### src/hw/rtl/alir_pkg.sv
// ----------------------------------------------------------------------------
// alir_pkg
// Types and constants of the array list block.
// ----------------------------------------------------------------------------
package alir_pkg;

   localparam int CAPACITY_DEF = 16;
   localparam int RESULT_LIMIT = 16;

   localparam logic [2:0] OP_INS_END   = 3'd0;
   localparam logic [2:0] OP_INS_FRONT = 3'd1;
   localparam logic [2:0] OP_INS_AT    = 3'd2;
   localparam logic [2:0] OP_REM_END   = 3'd3;
   localparam logic [2:0] OP_REM_FRONT = 3'd4;
   localparam logic [2:0] OP_REM_AT    = 3'd5;
   localparam logic [2:0] OP_LIST      = 3'd6;
   localparam logic [2:0] OP_SIZE      = 3'd7;

   localparam logic [1:0] ST_OK     = 2'd0;
   localparam logic [1:0] ST_FULL   = 2'd1;
   localparam logic [1:0] ST_EMPTY  = 2'd2;
   localparam logic [1:0] ST_BADPOS = 2'd3;

   typedef struct packed {
      logic [2:0] opcode;
      logic [7:0] element_in;
      logic [4:0] position;
   } req_payload_type;

   typedef struct packed {
      logic [1:0] status;
      logic [7:0] element_out;
      logic [4:0] count;
      logic       last;
   } rsp_payload_type;

   typedef enum logic [1:0] {
      DP_HOLD,
      DP_INSERT,
      DP_REMOVE,
      DP_ROTATE
   } dp_op_type;

   typedef struct packed {
      dp_op_type  op;
      logic [7:0] elem;
      logic       load_rsp;
      logic [1:0] status;
      logic       from_cell;
      logic       last;
   } dp_cmd_type;

endpackage

### src/hw/rtl/alir_dpath.sv
// ----------------------------------------------------------------------------
// alir_dpath
// Element cells with parallel shift and rotate, element count, result register.
// ----------------------------------------------------------------------------
module alir_dpath #(
   parameter int CAPACITY = alir_pkg::CAPACITY_DEF
) (
   input  logic                               clock,
   input  logic                               reset,
   input  alir_pkg::dp_cmd_type               cmd,
   input  logic [$clog2(CAPACITY)-1:0]        idx,
   output logic [$clog2(CAPACITY+1)-1:0]      count,
   output alir_pkg::rsp_payload_type          rsp_data
);
   import alir_pkg::*;

   localparam int IW   = $clog2(CAPACITY);
   localparam int CW   = $clog2(CAPACITY + 1);
   localparam int CMPW = ((CW > 5) ? CW : 5) + 1;

   logic [7:0]      cells_ff [CAPACITY];
   logic [7:0]      cells_in [CAPACITY];
   logic [CW-1:0]   count_ff;
   logic [CW-1:0]   count_in;
   logic [CW-1:0]   count_dec;
   logic [IW-1:0]   last_idx;
   logic [CMPW-1:0] count_ext;
   rsp_payload_type rsp_ff;

   assign count_dec = count_ff - CW'(1);
   assign last_idx  = count_dec[IW-1:0];

   for (genvar g = 0; g < CAPACITY; g++) begin : g_cell
      logic [7:0] lower;
      logic [7:0] upper;
      if (g == 0) begin : g_lo0
         assign lower = cells_ff[g];
      end else begin : g_lo
         assign lower = cells_ff[g-1];
      end
      if (g == CAPACITY - 1) begin : g_hi0
         assign upper = cells_ff[g];
      end else begin : g_hi
         assign upper = cells_ff[g+1];
      end
      always_comb begin
         unique case (cmd.op)
            DP_INSERT: begin
               if (IW'(g) > idx) cells_in[g] = lower;
               else if (IW'(g) == idx) cells_in[g] = cmd.elem;
               else cells_in[g] = cells_ff[g];
            end
            DP_REMOVE: begin
               if (IW'(g) >= idx) cells_in[g] = upper;
               else cells_in[g] = cells_ff[g];
            end
            DP_ROTATE: begin
               if (IW'(g) == last_idx) cells_in[g] = cells_ff[0];
               else cells_in[g] = upper;
            end
            default: cells_in[g] = cells_ff[g];
         endcase
      end
   end

   always_comb begin
      unique case (cmd.op)
         DP_INSERT: count_in = count_ff + CW'(1);
         DP_REMOVE: count_in = count_dec;
         default:   count_in = count_ff;
      endcase
   end

   assign count_ext = CMPW'(count_in);

   always_ff @(posedge clock) begin
      for (int i = 0; i < CAPACITY; i++) begin
         cells_ff[i] <= cells_in[i];
      end
      if (cmd.load_rsp) begin
         rsp_ff.status      <= cmd.status;
         rsp_ff.element_out <= cmd.from_cell ? cells_ff[0] : 8'd0;
         rsp_ff.count       <= count_ext[4:0];
         rsp_ff.last        <= cmd.last;
      end
   end

   always_ff @(posedge clock) begin
      if (reset) begin
         count_ff <= '0;
      end else begin
         count_ff <= count_in;
      end
   end

   assign count    = count_ff;
   assign rsp_data = rsp_ff;

endmodule

### src/hw/rtl/alir_ctrl.sv
// ----------------------------------------------------------------------------
// alir_ctrl
// Opcode decode, bounds checks, listing sequencer and result valid.
// ----------------------------------------------------------------------------
module alir_ctrl #(
   parameter int CAPACITY = alir_pkg::CAPACITY_DEF
) (
   input  logic                               clock,
   input  logic                               reset,
   input  logic                               req_valid,
   output logic                               req_ready,
   input  alir_pkg::req_payload_type          req_data,
   output logic                               rsp_valid,
   input  logic                               rsp_ready,
   input  logic [$clog2(CAPACITY+1)-1:0]      count,
   output alir_pkg::dp_cmd_type               cmd,
   output logic [$clog2(CAPACITY)-1:0]        idx
);
   import alir_pkg::*;

   localparam int IW   = $clog2(CAPACITY);
   localparam int CW   = $clog2(CAPACITY + 1);
   localparam int CMPW = ((CW > 5) ? CW : 5) + 1;

   typedef enum logic {
      S_IDLE,
      S_LIST
   } state_type;

   state_type       state_ff, state_in;
   logic            rsp_valid_ff, rsp_valid_in;
   logic [IW-1:0]   k_ff, k_in;
   logic            slot_free;
   logic            accept;
   logic [CMPW-1:0] pos_ext, cnt_ext, pos_dec, cnt_dec;
   logic            is_full, is_empty, emit, at_end;

   assign slot_free = !rsp_valid_ff || rsp_ready;
   assign req_ready = (state_ff == S_IDLE) && slot_free;
   assign accept    = req_valid && req_ready;

   assign pos_ext  = CMPW'(req_data.position);
   assign cnt_ext  = CMPW'(count);
   assign pos_dec  = pos_ext - CMPW'(1);
   assign cnt_dec  = cnt_ext - CMPW'(1);
   assign is_full  = cnt_ext == CMPW'(CAPACITY);
   assign is_empty = cnt_ext == '0;
   assign emit     = CMPW'(k_ff) < CMPW'(RESULT_LIMIT);
   assign at_end   = k_ff == cnt_dec[IW-1:0];

   always_comb begin
      cmd          = '{op: DP_HOLD, elem: req_data.element_in, load_rsp: 1'b0,
                       status: ST_OK, from_cell: 1'b0, last: 1'b1};
      idx          = '0;
      state_in     = state_ff;
      k_in         = k_ff;
      rsp_valid_in = rsp_valid_ff && !rsp_ready;
      unique case (state_ff)
         S_IDLE: begin
            if (accept) begin
               cmd.load_rsp = 1'b1;
               unique case (req_data.opcode)
                  OP_INS_END, OP_INS_FRONT, OP_INS_AT: begin
                     if (is_full) begin
                        cmd.status = ST_FULL;
                     end else if (req_data.opcode == OP_INS_END) begin
                        cmd.op = DP_INSERT;
                        idx    = cnt_ext[IW-1:0];
                     end else if (req_data.opcode == OP_INS_FRONT) begin
                        cmd.op = DP_INSERT;
                     end else if (pos_ext == '0 || pos_ext > cnt_ext + CMPW'(1)) begin
                        cmd.status = ST_BADPOS;
                     end else begin
                        cmd.op = DP_INSERT;
                        idx    = pos_dec[IW-1:0];
                     end
                  end
                  OP_REM_END, OP_REM_FRONT, OP_REM_AT: begin
                     if (is_empty) begin
                        cmd.status = ST_EMPTY;
                     end else if (req_data.opcode == OP_REM_END) begin
                        cmd.op = DP_REMOVE;
                        idx    = cnt_dec[IW-1:0];
                     end else if (req_data.opcode == OP_REM_FRONT) begin
                        cmd.op = DP_REMOVE;
                     end else if (pos_ext == '0 || pos_ext > cnt_ext) begin
                        cmd.status = ST_BADPOS;
                     end else begin
                        cmd.op = DP_REMOVE;
                        idx    = pos_dec[IW-1:0];
                     end
                  end
                  OP_LIST: begin
                     if (is_empty) begin
                        cmd.status = ST_EMPTY;
                     end else begin
                        cmd.load_rsp = 1'b0;
                        state_in     = S_LIST;
                        k_in         = '0;
                     end
                  end
                  default: ;
               endcase
            end
         end
         S_LIST: begin
            if (!emit || slot_free) begin
               cmd.op        = DP_ROTATE;
               cmd.load_rsp  = emit;
               cmd.from_cell = 1'b1;
               cmd.last      = at_end || (CMPW'(k_ff) == CMPW'(RESULT_LIMIT - 1));
               k_in          = k_ff + IW'(1);
               if (at_end) state_in = S_IDLE;
            end
         end
         default: state_in = S_IDLE;
      endcase
      if (cmd.load_rsp) rsp_valid_in = 1'b1;
   end

   always_ff @(posedge clock) begin
      if (reset) begin
         state_ff     <= S_IDLE;
         rsp_valid_ff <= 1'b0;
         k_ff         <= '0;
      end else begin
         state_ff     <= state_in;
         rsp_valid_ff <= rsp_valid_in;
         k_ff         <= k_in;
      end
   end

   assign rsp_valid = rsp_valid_ff;

endmodule

### src/hw/rtl/array_list_insert_remove.sv
// Insert, remove, size and error results appear in the cycle after accept;
// a list first enters the listing state, then registers its first element.
// Throughput: 1 transaction per cycle while the result side keeps up and no list runs.
// A list streams one element per cycle, while the result side accepts, through a
// rotation of the cell array; new input is taken only once the list is done.
// Reset clears the element count and the result valid; cell contents are kept.
// ----------------------------------------------------------------------------
// array_list_insert_remove
// Fixed-capacity ordered byte list with positional insert, remove and listing.
// ----------------------------------------------------------------------------
module array_list_insert_remove #(
   parameter int CAPACITY = alir_pkg::CAPACITY_DEF
) (
   input  logic                      clock,
   input  logic                      reset,
   input  logic                      req_valid,
   output logic                      req_ready,
   input  alir_pkg::req_payload_type req_data,
   output logic                      rsp_valid,
   input  logic                      rsp_ready,
   output alir_pkg::rsp_payload_type rsp_data
);
   import alir_pkg::*;

   localparam int IW = $clog2(CAPACITY);
   localparam int CW = $clog2(CAPACITY + 1);

   dp_cmd_type    cmd;
   logic [IW-1:0] idx;
   logic [CW-1:0] count;

   alir_ctrl #(.CAPACITY(CAPACITY)) u_ctrl (
      .clock     (clock),
      .reset     (reset),
      .req_valid (req_valid),
      .req_ready (req_ready),
      .req_data  (req_data),
      .rsp_valid (rsp_valid),
      .rsp_ready (rsp_ready),
      .count     (count),
      .cmd       (cmd),
      .idx       (idx)
   );

   alir_dpath #(.CAPACITY(CAPACITY)) u_dpath (
      .clock    (clock),
      .reset    (reset),
      .cmd      (cmd),
      .idx      (idx),
      .count    (count),
      .rsp_data (rsp_data)
   );

endmodule

### config.mk
export PLATFORM = sky130hd
export DESIGN_NAME = array_list_insert_remove
export DESIGN_NICKNAME = d
export VERILOG_FILES = /design/src/hw/rtl/alir_pkg.sv /design/src/hw/rtl/alir_dpath.sv /design/src/hw/rtl/alir_ctrl.sv /design/src/hw/rtl/array_list_insert_remove.sv
export SDC_FILE = /design/constraint.sdc
export NUM_CORES = 1
export LEC_CHECK = 0
export BUFFER_PORTS_ARGS = -buffer_cell sky130_fd_sc_hd__buf_2
export CORE_MARGIN = 2
export CORE_UTILIZATION = 50
export CTS_CLUSTER_SIZE = 14
export DETAILED_ROUTE_END_ITERATION = 6
export HOLD_SLACK_MARGIN = 0.12
export PLACE_DENSITY = 0.71
export SLEW_MARGIN = 20
export SYNTH_ARGS = -nofsm -noshare
export SYNTH_HDL_FRONTEND = slang
export SYNTH_SLANG_ARGS = --single-unit
export TNS_END_PERCENT = 50
### constraint.sdc
create_clock -name clock -period 9.34 [get_ports clock]
set_clock_uncertainty 0.15 [all_clocks]
set_input_delay 1.401 -clock clock [delete_from_list [all_inputs] [get_ports clock]]
set_output_delay 1.401 -clock clock [all_outputs]
set_load 0.05 [all_outputs]
==> summary.txt, run 1 <==
Finish
  – Layout cells sized above 1: 20.5%
  – Number of nets in the layout: 1,084
  – Ant diodes: 0
  – Fill cell count: 1,922
  – Core Util, Final: 53.7%
  – Fin cells: 1,336
  – Design area: 0.0117 mm2
  – Area Growth Syn to Fin: 6.15%
  – Register area: 0.00454 mm2
  – Multi-input logic area: 0.00587 mm2

Setup path
  – Critical path arrival: between 5 and 6 ns
  – CP peak stage delay: 0.86 ns
  – CP delay by family, top: compound AO/OA/AOI/OAI gates
  – Worst setup SP type: register
  – Slowest cell on the critical path: a22oi_2
  – Worst Setup End Kind: register
  – Data required time at the worst endpoint: just over 9 ns
  – Worst Path Buf+Inv: 3
  – Critical Path, Cell by Cell: inv_1, ha_1, inv_1, ha_1, nor2b_1, o21bai_1, a31oi_1, o31ai_2, a22oi_2, buf_4, o21a_1, nor2_1, nor2_1
  – Crit path kind: register to register
  – Max FO, Critical Path: 21

Clock network
  – Clk Latency, worst-skew pair: 0.43 ns
  – TritonCTS sink count: between 150 and 200
  – Setup bufs post-CTS: 0
  – H-tree depth: 4
  – CTS clk-pin slew, worst paths: 0.07 ns
  – Num CTS Buffers: 17
  – CTS tree: done
  – Clock Tree Buf Depth: 2
  – CTS Root Cell: clkbuf_16
  – Hold buffer count at CTS: 0
  – Cts repair resizes: 0

Yosys
  – Cells after Synth: 1,058
  – EDFF count, synth: 144
  – Synth top area share: 39.3%
  – #FFs+latches synth: 155
  – Mapped cell area: 0.0110 mm2
  – Synth area leader: edfxtp_1
  – Synth area leaders: edfxtp_1 39%, mux2_2 11%, mux2i_1 7.7%
  – Ys async rst share: 0%
  – Distinct cells, synth: 76
  – Top_reg_cell synth: edfxtp_1
  – Syn. warnings: 0
  – Register area share after synthesis: 41.3%
  – Avg Synthesized Cell Area: 10.4 um2
  – Mapped Nets: 1,099

Floorplan
  – Die width: about 150 um
  – Core box area: roughly 0.022 mm2
  – Num rows: 54
  – Die Area: between 0.02 and 0.025 mm2
  – Die span in y: 152 um
  – IO Pins: 38
  – Initial Util: roughly half

Route
  – Final antenna-violating net count: 0
  – DR iter-0 viols: 864
  – Routed vias: 8,767
  – Drt first pass iters: 6
  – WL per Instance: around 22 um
  – DRC viols: 0
  – Routed WL: 30,000 um
  – Vias per cell: 6.56

Global routing
  – Largest net degree at the start of global routing: 86
  – Total GRT Usage: 25.2%
  – Vias in the first global route: 8,505
  – Initial antenna violation count: 0
  – First-pass GRT wire length: 46,900 um
  – Total grt overflow: 0

Timing
  – Final period utilization: 59.2%
  – Final hold vios: 0
  – RSZ-0062 raised after global routing: false
  – Fmax: around 180 MHz
  – Relative slew slack: 23.6%
  – Setup WS post-layout: 3.81 ns
  – Fin crit period: 5.53 ns
  – Worst slew pin tran: 1.13 ns
  – Setup violations, final: 0
  – Fin Hold WS: between 0.3 and 0.4 ns
  – Slew Viols, Final: 0
  – Setup TNS Final: 0 ns

Placement
  – Setup WS pre-CTS: ~3.5 ns
  – Post-detail-place hpwl: 20,800 um
  – Gp weighted congestion: 0.962
  – DP Cell Count: 1,304
  – I/O Buffers: 37
  – Placed inst area: between 0.01 and 0.015 mm2

Power
  – Leakage: roughly 4 nW
  – Power density cells: between 100 and 150 mW/mm2
  – Tot Pwr: 1.63 mW
  – Peak supply drop: around 0.11 mV

Run
  – Max-cap viol count: 0

Status
  – Outcome: finished, final reports clean

Min path
  – Hold/Removal Path Class: register to register
worst paths after layout:
| kind | start | to | slack, ns | cells past startpoint |
|---|---|---|---|---|
| worst min-delay path | u_ctrl.state_ff | u_ctrl.state_ff | 0.37 | 2 |
| worst min register to register | u_ctrl.state_ff | u_ctrl.state_ff | 0.37 | 2 |
| worst max-delay path | u_dpath.count[0] | u_dpath.cells_ff[0][12] | 3.81 | 13 |
| worst max register to register | u_dpath.count[0] | u_dpath.cells_ff[0][12] | 3.81 | 13 |
worst min-delay path: stages, from the launching register on:
cell     delay (ns)
dfxtp_1        0.33
o21ai_0        0.08
a21oi_1        0.07
placed cells by master (no fill, tap or decap), drive strengths merged, types with 15 or more instances in the layout:
| cell | count |
|---|---|
| clkbuf | 21 |
| nand3 | 38 |
| buf | 49 |
| a22oi | 95 |
| and2 | 15 |
| a31oi | 15 |
| mux2 | 104 |
| inv | 20 |
| o211ai | 30 |
| nor2b | 23 |
| nand2 | 77 |
| a21oi | 35 |
| o21ai | 94 |
| edfxtp | 144 |
| nor2 | 49 |
| ha | 21 |
| mux2i | 85 |
synthesized netlist by cell type, types with 9 or more instances:
cell type,number
nand2b_1,11
dfxtp_1,11
edfxtp_1,144
a22oi_1,94
inv_1,17
nand3_1,38
nor2_1,48
o21ai_1,12
clkbuf_4,9
nor3_1,9
mux2_2,104
nand2_1,75
nand4_1,10
o22ai_1,9
buf_2,11
ha_1,21
mux2i_1,85
and2_1,13
clkbuf_1,43
nor2b_1,23
o211ai_1,29
a21oi_1,33
a31oi_1,15
o21ai_0,81
area by class of cell:
type	count	share of cell area, %
clock buffer	21	4.02
tap	280	3.00
inverter	18	0.578
timing repair buffer	49	2.35
clock inverter	11	0.963
multi-input combinational	802	50.2
sequential	155	38.9
state kept, by name, indices dropped and copies added, names as in the netlist:
name,cells
u_ctrl.state_ff,1
u_dpath.cells_ff,128
u_dpath.rsp_data,16
u_dpath.count,5
u_ctrl.rsp_valid,1
u_ctrl.k_ff,4
metal layers:
| metal | track usage (%) | share of wire (%) | wire (um) |
|---|---|---|---|
| met4 | 8.33 | 1.9 | 571 |
| met1 | 33.9 | 43 | 13000 |
| met3 | 3.95 | 7.2 | 2150 |
| met5 | 0 | 0 | 0 |
| met2 | 41.7 | 48 | 14200 |
power by group:
group / internal, mW / switching, mW / leakage [nW]
Clock: 0.392 / 0.303 / 0.272
Combinational: 0.0440 / 0.0905 / 2.39
Sequential: 0.782 / 0.0173 / 1.41
Total: 1.22 / 0.410 / 4.07
kinds of logic (layout without fill, tap and decap cells):
group | count (synthesis) | in the layout | share of synthesized area, %
buffers and inverters | 101 | 99 | 5.74
multiplexers | 189 | 189 | 18.4
flip-flops | 155 | 155 | 41.3
AO/OA/AOI/OAI | 318 | 318 | 19.4
adder cells (fa/ha/maj) | 21 | 21 | 2.39
XOR/XNOR | 13 | 13 | 1.03
AND/OR/NAND/NOR | 261 | 261 | 11.8
No activity file was read; power rests on OpenSTA's default activity.
==> inputs of run 2 (changes only) <==
--- a/config.mk
+++ b/config.mk
@@ -5,13 +5,14 @@
 export SDC_FILE = /design/constraint.sdc
 export NUM_CORES = 1
 export LEC_CHECK = 0
+export ABC_AREA = 1
 export BUFFER_PORTS_ARGS = -buffer_cell sky130_fd_sc_hd__buf_2
 export CORE_MARGIN = 2
 export CORE_UTILIZATION = 50
 export CTS_CLUSTER_SIZE = 14
 export DETAILED_ROUTE_END_ITERATION = 6
 export HOLD_SLACK_MARGIN = 0.12
-export PLACE_DENSITY = 0.71
+export PLACE_DENSITY = 0.72
 export SLEW_MARGIN = 20
 export SYNTH_ARGS = -nofsm -noshare
 export SYNTH_HDL_FRONTEND = slang
==> constraint.sdc (replaced) <==
create_clock -name clock -period 5.49 [get_ports clock]
set_clock_uncertainty 0.15 [all_clocks]
set_input_delay 0.8235 -clock clock [delete_from_list [all_inputs] [get_ports clock]]
set_output_delay 0.8235 -clock clock [all_outputs]
set_load 0.05 [all_outputs]
==> run 2 against run 1 <==
Effect of this change:
- non-clock buffer count shrank 7
- final cell count grew 23%
- worst setup slack lost 3.1 ns
- power grew 84%
- clock power grew 69%
- critical path depth grew 5
- via count grew 12%
==> summary.txt, run 2 <==
Finish
  – Fin cells: 1,645 (+23%)
  – Largest register FFs: 128 (unchanged)
  – Number of nets in the layout: 1,403 (+29%)
  – Commonest cells after routing, fill and taps aside: 320 x nand2_1, 262 x inv_1, 160 x nand3_1
  – Ant diodes: 0 (unchanged)
  – Layout cells sized above 1: 8.22% (-12 points)
  – Most common cell after layout, fill and taps aside: nand2_1
  – Top reg by flops: u_dpath.cells_ff
  – Design area: 0.0111 mm2 (-5.0%)
  – Core Util, Final: 55.3% (+1.5 points)
  – Area Growth Syn to Fin: 8.91%

Yosys
  – Compound-Gate Fraction of Synth Area: 14.5% (-4.9 points)
  – Adder-Cell Fraction of Synth Area: 2.58% (+0.19 points)
  – Most frequent cell after synthesis: nand2_1
  – Synth Area in Simple Gates: 25.1% (+13 points)
  – Mapped Nets: 1,389 (+26%)
  – Top post-synthesis cells by count: 320 x nand2_1, 262 x inv_1, 160 x nand3_1, 144 x edfxtp_1, 103 x o22ai_1
  – Synth area leader: edfxtp_1
  – Synth area leaders: edfxtp_1 42%, nand2_1 12%, inv_1 9.6%
  – Syn. warnings: 0 (unchanged)
  – Avg Synthesized Cell Area: 7.57 um2 (-27%)
  – Mapped cell area: 0.0102 mm2 (-7.4%)
  – Register area share after synthesis: 44.6% (+3.3 points)
  – Distinct cells, synth: 40 (-47%)
  – EDFF count, synth: 144 (unchanged)
  – Cells after Synth: 1,348 (+27%)
  – #FFs+latches synth: 155 (unchanged)
  – XOR/XNOR Fraction of Synth Area: 0.687% (-0.35 points)
  – Mux share of post-synthesis cell area: 0% (-18 points)
  – Ys async rst share: 0% (unchanged)
  – Synth top area share: 42.4% (+3.1 points)
  – Largest family of logic cells by synthesized area: simple AND/OR/NAND/NOR gates
  – Top_reg_cell synth: edfxtp_1

Route
  – Vias per cell: 5.95 (-9.4%)
  – WL per Instance: 20.4 um (-9.0%)
  – DR iter-0 viols: 1,803 (+110%)
  – Drt first pass iters: 7 (+1)
  – DRC viols: 0 (unchanged)
  – Routed vias: 9,781 (+12%)
  – Routed WL: 33,600 um (+12%)
  – Final antenna-violating net count: 0 (unchanged)

Power
  – Peak supply drop: 0.263 mV (+130%)
  – Power density cells: 270 mW/mm2 (+94%)
  – Leakage: 5.01 nW (+23%)

Setup path
  – Slowest cell on the critical path: buf_4
  – Flop2flop setup slack: 0.76 ns (-3.06 ns)
  – Crit path kind: register to register
  – Worst Setup End Kind: register
  – CP peak stage delay: 0.85 ns (about the same)
  – Critical Path, Cell by Cell: ha_1, nand2_1, nor2_1, xor2_1, ha_1, nand3_1, nor2_1, nor2_1, nand2_2, nand2_1, nand2_1, a31oi_1, inv_1, ha_1, nor2_4, buf_4, o21ai_0, o21ai_0
  – Worst setup SP type: register
  – Data required time at the worst endpoint: 5.59 ns (-3.66 ns)
  – Critical path arrival: 4.83 ns (-0.61 ns)
  – Max FO, Critical Path: 111 (+430%)

Global routing
  – Vias in the first global route: 8,990 (+5.7%)
  – First-pass GRT wire length: 51,200 um (+9.2%)
  – Largest net degree at the start of global routing: 112 (+30%)
  – Initial antenna violation count: 0 (unchanged)
  – Total GRT Usage: 31.3% (+6.1 points)
  – Total grt overflow: 0 (unchanged)

Clock network
  – Num CTS Buffers: 17 (unchanged)
  – Setup bufs post-CTS: 0 (unchanged)
  – Clk Latency, worst-skew pair: 0.44 ns (about the same)
  – Hold buffer count at CTS: 0 (unchanged)
  – Clock Tree Buf Depth: 2 (unchanged)
  – H-tree depth: 4 (unchanged)
  – CTS clk-pin slew, worst paths: 0.06 ns (about the same)
  – TritonCTS sink count: 155 (unchanged)
  – CTS Root Cell: clkbuf_16
  – Cts repair resizes: 0 (unchanged)
  – CTS tree: done

Run
  – Max-cap viol count: 0 (unchanged)

Floorplan
  – Die width: 147 um (-3.7%)
  – Die Area: 0.0216 mm2 (-7.2%)
  – IO Pins: 38 (unchanged)
  – Initial Util: 50.7% (+0.10 points)
  – Die span in y: 147 um (-3.7%)
  – Num rows: 52 (-3.7%)
  – Core box area: 0.0201 mm2 (-7.6%)

Timing
  – Fin crit period: 4.73 ns (-0.791 ns)
  – Setup TNS Final: 0 ns (unchanged)
  – Setup violations, final: 0 (unchanged)
  – Fmax: 211 MHz (+17%)
  – Relative slew slack: 22.7% (-0.95 points)
  – RSZ-0062 raised after global routing: false
  – Slew Viols, Final: 0 (unchanged)
  – Worst slew pin tran: 1.16 ns (+0.0302 ns)
  – Final period utilization: 86.2% (+27 points)
  – Final hold vios: 0 (unchanged)
  – Fin Hold WS: 0.355 ns (-0.0136 ns)

Placement
  – Placed inst area: 0.0105 mm2 (-5.1%)
  – Gp weighted congestion: 1.00 (+4.1%)
  – Post-detail-place hpwl: 23,800 um (+15%)
  – I/O Buffers: 37 (unchanged)
  – DP Cell Count: 1,613 (+24%)

Min path
  – Hold/Removal Path Class: register to register

Status
  – Outcome: finished, final reports clean
==> run 2: changes by cell type after synthesis, moves of 23 or more <==
cell | previous run | this run
o22ai_1 | 9 | 103
mux2_2 | 104 | 0
nor2b_1 | 23 | 0
nand3_1 | 38 | 160
inv_1 | 17 | 262
mux2i_1 | 85 | 0
o21ai_0 | 81 | 48
a22oi_1 | 94 | 0
nand2_1 | 75 | 320
==> run 2: routing by layer <==
layer	track usage [%]	wire [um]	part of all wire (%)	vias up
met4	14.9	1570	4.7	0
met3	6.55	3960	12	111
met2	45.8	14300	43	689
met1	44.5	13700	41	4467
met5	0	0	0	-
li1	-	-	-	4514
==> run 2: power breakdown <==
| part | switching, mW | internal, mW | leakage (nW) | total, mW |
|---|---|---|---|---|
| Sequential | 0.0252 | 1.38 | 1.42 | 1.41 |
| Combinational | 0.316 | 0.107 | 3.31 | 0.424 |
| Clock | 0.517 | 0.652 | 0.279 | 1.17 |
==> run 2: cell families (layout without fill, tap and decap cells) <==
group,count (synthesis),after routing
adder cells (fa/ha/maj),21,21
buffers and inverters,327,354
AO/OA/AOI/OAI,248,248
flip-flops,155,155
AND/OR/NAND/NOR,589,589
XOR/XNOR,8,8
==> run 2: through the flow <==
step / total power, mW / setup slack [ns]
after floorplan: 1.71 / 1.30
after global placement: 1.83 / 0.809
after detailed placement: 1.84 / 0.757
after CTS: 2.98 / 0.816
after global routing: 3.08 / 0.395
final: 3.00 / 0.755
==> run 2: path summary, 6_finish.rpt <==
path,start,end,cells after the start
worst max-delay path,u_dpath.count[0],u_dpath.cells_ff[0][32],18
worst min-delay path,u_ctrl.state_ff,u_ctrl.state_ff,2
worst max register to register,u_dpath.count[0],u_dpath.cells_ff[0][32],18
worst min register to register,u_ctrl.state_ff,u_ctrl.state_ff,2
==> run 2: worst max-delay path, delay by kind of cell, from the launching register on <==
family,cells,cell delay [ns]
buf+inv,2,0.97
fa+ha+maj,3,0.96
simple gates,9,0.86
compound gates,3,0.76
flops,1,0.54
xor+xnor,1,0.23
==> run 2: layout make-up <==
cell class              count  area (um2)
clock buffers              20         457
clock inverters            12         113
fillers                  1903        9000
inverters                 280        1050
multi-input cells         866        4380
flip-flops and latches    155        4540
well taps                 270         338
repair buffers             42         223
